==> config.mk <==
export PLATFORM = sky130hd
export DESIGN_NAME = bejm_merge
export DESIGN_NICKNAME = d
export VERILOG_FILES = /design/src/rtl/bejm_pkg.sv /design/src/rtl/bejm_merge.sv
export SDC_FILE = /design/constraint.sdc
export NUM_CORES = 1
export LEC_CHECK = 0
export ABC_AREA = 1
export BUFFER_PORTS_ARGS = -buffer_cell sky130_fd_sc_hd__buf_2
export CAP_MARGIN = 20
export CORE_AREA = 4 4 41 43
export CTS_BUF_LIST = sky130_fd_sc_hd__clkbuf_8
export DETAILED_ROUTE_END_ITERATION = 6
export DIE_AREA = 0 0 45 47
export SYNTH_ARGS = -nofsm -noshare
export SYNTH_HDL_FRONTEND = slang
export SYNTH_SLANG_ARGS = --single-unit
==> constraint.sdc <==
create_clock -name i_clk -period 1.3 [get_ports i_clk]
set_input_delay 0.39 -clock i_clk [delete_from_list [all_inputs] [get_ports i_clk]]
set_output_delay 0.39 -clock i_clk [all_outputs]
set_load 0.1 [all_outputs]
==> src/rtl/bejm_pkg.sv <==
// Shared types and constants for the block equi-join matcher.
`timescale 1ns / 1ps
package bejm_pkg;

    localparam int KEY_W   = 64;
    localparam int IDX_W   = 6;

    typedef enum logic [1:0] {
        CMD_LOAD  = 2'd0,
        CMD_PROBE = 2'd1,
        CMD_CLEAR = 2'd2
    } t_cmd;

    typedef enum logic [2:0] {
        STS_LOADED   = 3'd0,
        STS_FULL     = 3'd1,
        STS_MATCH    = 3'd2,
        STS_NO_MATCH = 3'd3,
        STS_CLEARED  = 3'd4
    } t_status;

    typedef enum logic [1:0] {
        KIND_INT32   = 2'd0,
        KIND_INT64   = 2'd1,
        KIND_FLOAT64 = 2'd2
    } t_kind;

    typedef enum logic {
        CFG_KEY_COUNT = 1'b0,
        CFG_KEY_KINDS = 1'b1
    } t_cfg_idx;

    typedef enum logic [1:0] {
        S_IDLE  = 2'd0,
        S_WALK  = 2'd1,
        S_DRAIN = 2'd2
    } t_state;

    typedef struct packed {
        logic [1:0]       command;
        logic [KEY_W-1:0] key_0;
        logic [KEY_W-1:0] key_1;
        logic [KEY_W-1:0] key_2;
        logic [KEY_W-1:0] key_3;
        logic [3:0]       null_mask;
    } t_in;

    typedef struct packed {
        t_status          status;
        logic [IDX_W-1:0] outer_index;
        logic             last;
    } t_out;

    // Walk token carried alongside the lane pipeline
    typedef struct packed {
        logic             row;
        logic             flush;
        logic [IDX_W-1:0] idx;
    } t_tag;

    function automatic logic [KEY_W-1:0] key_sel(input t_in req, input logic [1:0] k);
        logic [KEY_W-1:0] v;
        case (k)
            2'd0: v = req.key_0;
            2'd1: v = req.key_1;
            2'd2: v = req.key_2;
            default: v = req.key_3;
        endcase
        return v;
    endfunction

endpackage

==> src/rtl/bejm_merge.sv <==
// Merge stage: combines lane verdicts and orders match reports with the last mark.
`timescale 1ns / 1ps
module bejm_merge #(
    parameter int NLANES = 4
) (
    input  logic              i_clk,
    input  logic              i_rst_n,
    input  bejm_pkg::t_tag    i_tag,
    input  logic [NLANES-1:0] i_eq,
    output logic              o_vld,
    output bejm_pkg::t_out    o_res
);
    import bejm_pkg::*;

    // One match is held back so the final one can carry last
    logic             r_pend_vld;
    logic [IDX_W-1:0] r_pend_idx;
    logic             n_pend_vld;
    logic [IDX_W-1:0] n_pend_idx;
    logic             hit;

    always_ff @(posedge i_clk) begin
        if (!i_rst_n) begin
            r_pend_vld <= 1'b0;
        end else begin
            r_pend_vld <= n_pend_vld;
        end
        r_pend_idx <= n_pend_idx;
    end

    always_comb begin
        hit        = i_tag.row && (&i_eq);
        n_pend_vld = r_pend_vld;
        n_pend_idx = r_pend_idx;
        o_vld      = 1'b0;
        o_res      = '0;
        if (hit) begin
            if (r_pend_vld) begin
                o_vld             = 1'b1;
                o_res.status      = STS_MATCH;
                o_res.outer_index = r_pend_idx;
            end
            n_pend_vld = 1'b1;
            n_pend_idx = i_tag.idx;
        end
        if (i_tag.flush) begin
            o_vld      = 1'b1;
            o_res.last = 1'b1;
            if (r_pend_vld) begin
                o_res.status      = STS_MATCH;
                o_res.outer_index = r_pend_idx;
            end else begin
                o_res.status = STS_NO_MATCH;
            end
            n_pend_vld = 1'b0;
        end
    end

endmodule

# Yosys cells after proc, flatten, opt, wreduce, memory -nomap -nowiden
# Cells that the tools add are included.
[word_totals] reg_bits=7 inputBits=14 out_inout_bits=11 word_cells=14
[classes] mux=8 bitwise_logic=1 n_reduce_logical=3
[ops] cell="2-to-1 mux 8 bit" count=2
[ops] cell="2-to-1 mux 10 bit" count=1
[ops] cell="2-to-1 mux 6 bit" count=1
[ops] cell="2-to-1 mux 1 bit" count=4
[ops] cell="AND reduction 4 bit" count=1
[ops] cell="OR reduction 2 bit" count=1
[ops] cell="logical AND 1 bit" count=1
[ops] cell="NOT 1 bit" count=1

# Logic depth before layout (Yosys ltp)
[logic_depth] depth_word=5 mapped_depth=5 mapped_depth_nobuf=4

# Worst setup path after synthesis
# No wires, ideal clock.
[synth_timing] path_type="input to output" startpoint="in i_eq[2]" endpoint="out o_res[1] (netlist bit)" arrival_time_ns=2.017 t_required_ns=0.910 setup_slack_ns=-1.107 path_stages=4 path_cell_list="nand2_1 nor2_4 nor2_4 nor2_1"
[synth_lines] item="start: declaration" line_no="bejm_merge.sv:9" rtl="input logic [NLANES-1:0] i_eq,"
[synth_lines] item="end: declaration" line_no="bejm_merge.sv:11" rtl="output bejm_pkg::t_out o_res"

==> flow_summary.ini <==
[run_status]
status = finished with violations
violations = setup timing

[clocking]
worstSkewPairLatency_ns = 0.22
tritoncts = built
clkTransAtPathRegs_ns = 0.04
postCtsHoldBufs = 0
clock_sinks = 7
cts_max_level = 1
cts-buffers-inserted = 3
clock_path_buffers = 2
root_buffer = clkbuf_8

[sta]
clock_skew_ns = 0
setup-tns-final_ns = -1.80
setup_viol = 9
period_share_pct = 118
max_freq_ghz = 0.653
period_minus_slack_ns = 1.53
final-max-slew-violation-count = 0
rsz0062_at_grt = true
hold-worst-slack_ns = 0.344
worst_slack_ns = -0.230
hold_violations = 0

[placed_design]
dpl_worst_slack_ns = -0.280
placed_cell_area_sq_um = 722
portBuffers = 23
hpwl_um = 611
gp_congestion = 0.620

[synth]
yosysWarnings = 0
synthesis.nets = 49
syn_area_sq_um = 339
yosys.area.top_type = edfxtp_1
synth_top_flop_cell = edfxtp_1
synth_top_cell_area_share_pct = 53.1
avgSynthCellArea_sq_um = 9.69
synth_cells = 35
synth_edf_count = 6
async_flop_share_pct = 0
synth_common_cells = nand2_1, nor2_1, edfxtp_1
ys_seq_area_share_pct = 59.0
yosysMostFrequentCell = nand2_1
synth.top_cells.by_area = edfxtp_1, nand2_1, nor2_1
ys_ff_latch = 7
ys_types = 10

[routing]
via_count = 326
drt_wl_total_um = 706
wl_per_cell_um = 8.72
viasPerCell = 4.02
drtAntennaViolNets = 0
drt_first_iter_violations = 3
firstDrtPassIters = 2
route.detailed.drc = 0

[floorplan]
die_x_um = 45
die_h_um = 47
core_sq_mm = 0.00130
start_util_pct = 26.1
pin_count = 25
die-area_sq_mm = 0.00212
row_count = 13

[layout]
n_fill_cell = 112
syn2layout_area_growth_pct = 147
diodes = 0
post-route-cell-area_sq_um = 837
drive_above_1_share_pct = 72.7
multiInputGateArea_sq_um = 194
nNetsFinal = 81
seqCellArea_sq_um = 204

[power]
peakVddDrop_mv = 0.726
power_frac_clock_pct = 39.5
power_density_mw_per_mm2 = 847
switching_share_pct = 25.8
p_switching_w = 0.000183
p_int_w = 0.000526
sequentialPowerShare_pct = 35.1
comb_power_share_pct = 25.5
p_leak_nw = 0.332

[critical_path]
cp.required_ns = 0.91
critPathMaxStageDelay_ns = 0.18
end_kind = primary output
crit_chain = buf_6 -> nand3_4 -> nor2_4 -> nor2_4 -> buf_6 -> nor2_4 -> buf_12
cp_slowest_cell = buf_12
worst-path-max-fanout = 4
crit_path_frequent_cell = nor2_4
startpoint_type = input port
cp_data_arrival_time_ns = 1.14
cp_num_buf_inv = 3
cp_top_family = simple AND/OR/NAND/NOR gates
path_class = input port to primary output

[grt]
grt_max_degree = 9
antenna_found_initial = 0
overflow = 0
grt_pass1_vias = 325
grt_util_all_layers_pct = 7.74
grt_first_pass_wirelength_um = 1170

[worst_hold_path]
hold_class = input port to register

[flow_run]
maxCapViolCount = 0
## layout make-up
class	instances	share of cell area [%]
inverter	1	0.448
sequential	7	24.4
tap	15	2.24
timing repair buffer	31	44.4
multi-input combinational	23	23.2
clock buffer	3	4.93
clock inverter	1	0.448
## power groups by stage
stage               Sequential (W)  Clock (W)  Combinational, W
global route              0.000249   0.000309          0.000188
detailed placement        0.000254          0          0.000163
floorplan                 0.000253          0          0.000104
CTS                       0.000249   0.000286          0.000176
finish                    0.000249   0.000280          0.000181
global placement          0.000254          0          0.000162
## timing repair
item | in CTS | in global routing
setup buffers | 5 | 0
pin swaps | 8 | 7
endpoints found under the setup margin | 9 | 9
gates resized for setup | 9 | 3
## state kept, by name, summed over array words and instances, names as in the netlist
| name | count |
|---|---|
| r_pend_idx | 6 |
| r_pend_vld | 1 |
## kinds of logic after synthesis
kind of cell,synth area share [%]
AND/OR/NAND/NOR,30.6
buffers and inverters,9.22
other,1.11
flip-flops,59.0
## through the flow
step | utilization (%) | cells | total power, W
2_1_floorplan | - | 35 | 0.000357
3_3_place_gp | 55.5 | 73 | 0.000416
3_5_place_dp | 55.5 | 73 | 0.000417
4_1_cts | 63.1 | 81 | 0.000711
5_1_grt | 64.3 | 81 | 0.000746
6_report | 64.3 | 81 | 0.000709
## worst register-to-register path, delay by kind of cell (launching register included)
family	cells	cell delay (ns)
buf+inv	1	0.14
flops	1	0.36
simple gates	2	0.13
## cell usage in the layout, fill, tap and decap left out
cell type / count
inv_1: 2
nor2_1: 2
buf_12: 10
nand2_8: 1
buf_2: 8
nand2_2: 1
dfxtp_4: 1
nor2_4: 9
buf_6: 9
buf_4: 4
nand2_1: 7
clkbuf_8: 3
edfxtp_1: 6
nand3_4: 1
conb_1: 1
nand2_4: 1
## routing by layer
layer  global-route usage (%)  wire length [um]
met1                     7.01               232
met2                     14.4               383
met3                     3.83                90
met4                     3.51                 0
met5                        0                 0
## path summary, 6_finish.rpt
kind,slack (ns),from,to,cells past startpoint
setup reg to reg,0.56,r_pend_vld$_SDFFE_PP0P_,r_pend_vld$_SDFFE_PP0P_,3
hold reg to reg,0.66,r_pend_vld$_SDFFE_PP0P_,r_pend_vld$_SDFFE_PP0P_,3
setup / recovery,-0.23,i_tag[7],o_res[2],7
hold / removal,0.34,i_tag[0],r_pend_idx[0]$_DFFE_PP_,1
Note: power is estimated with default switching activity, not from simulation.
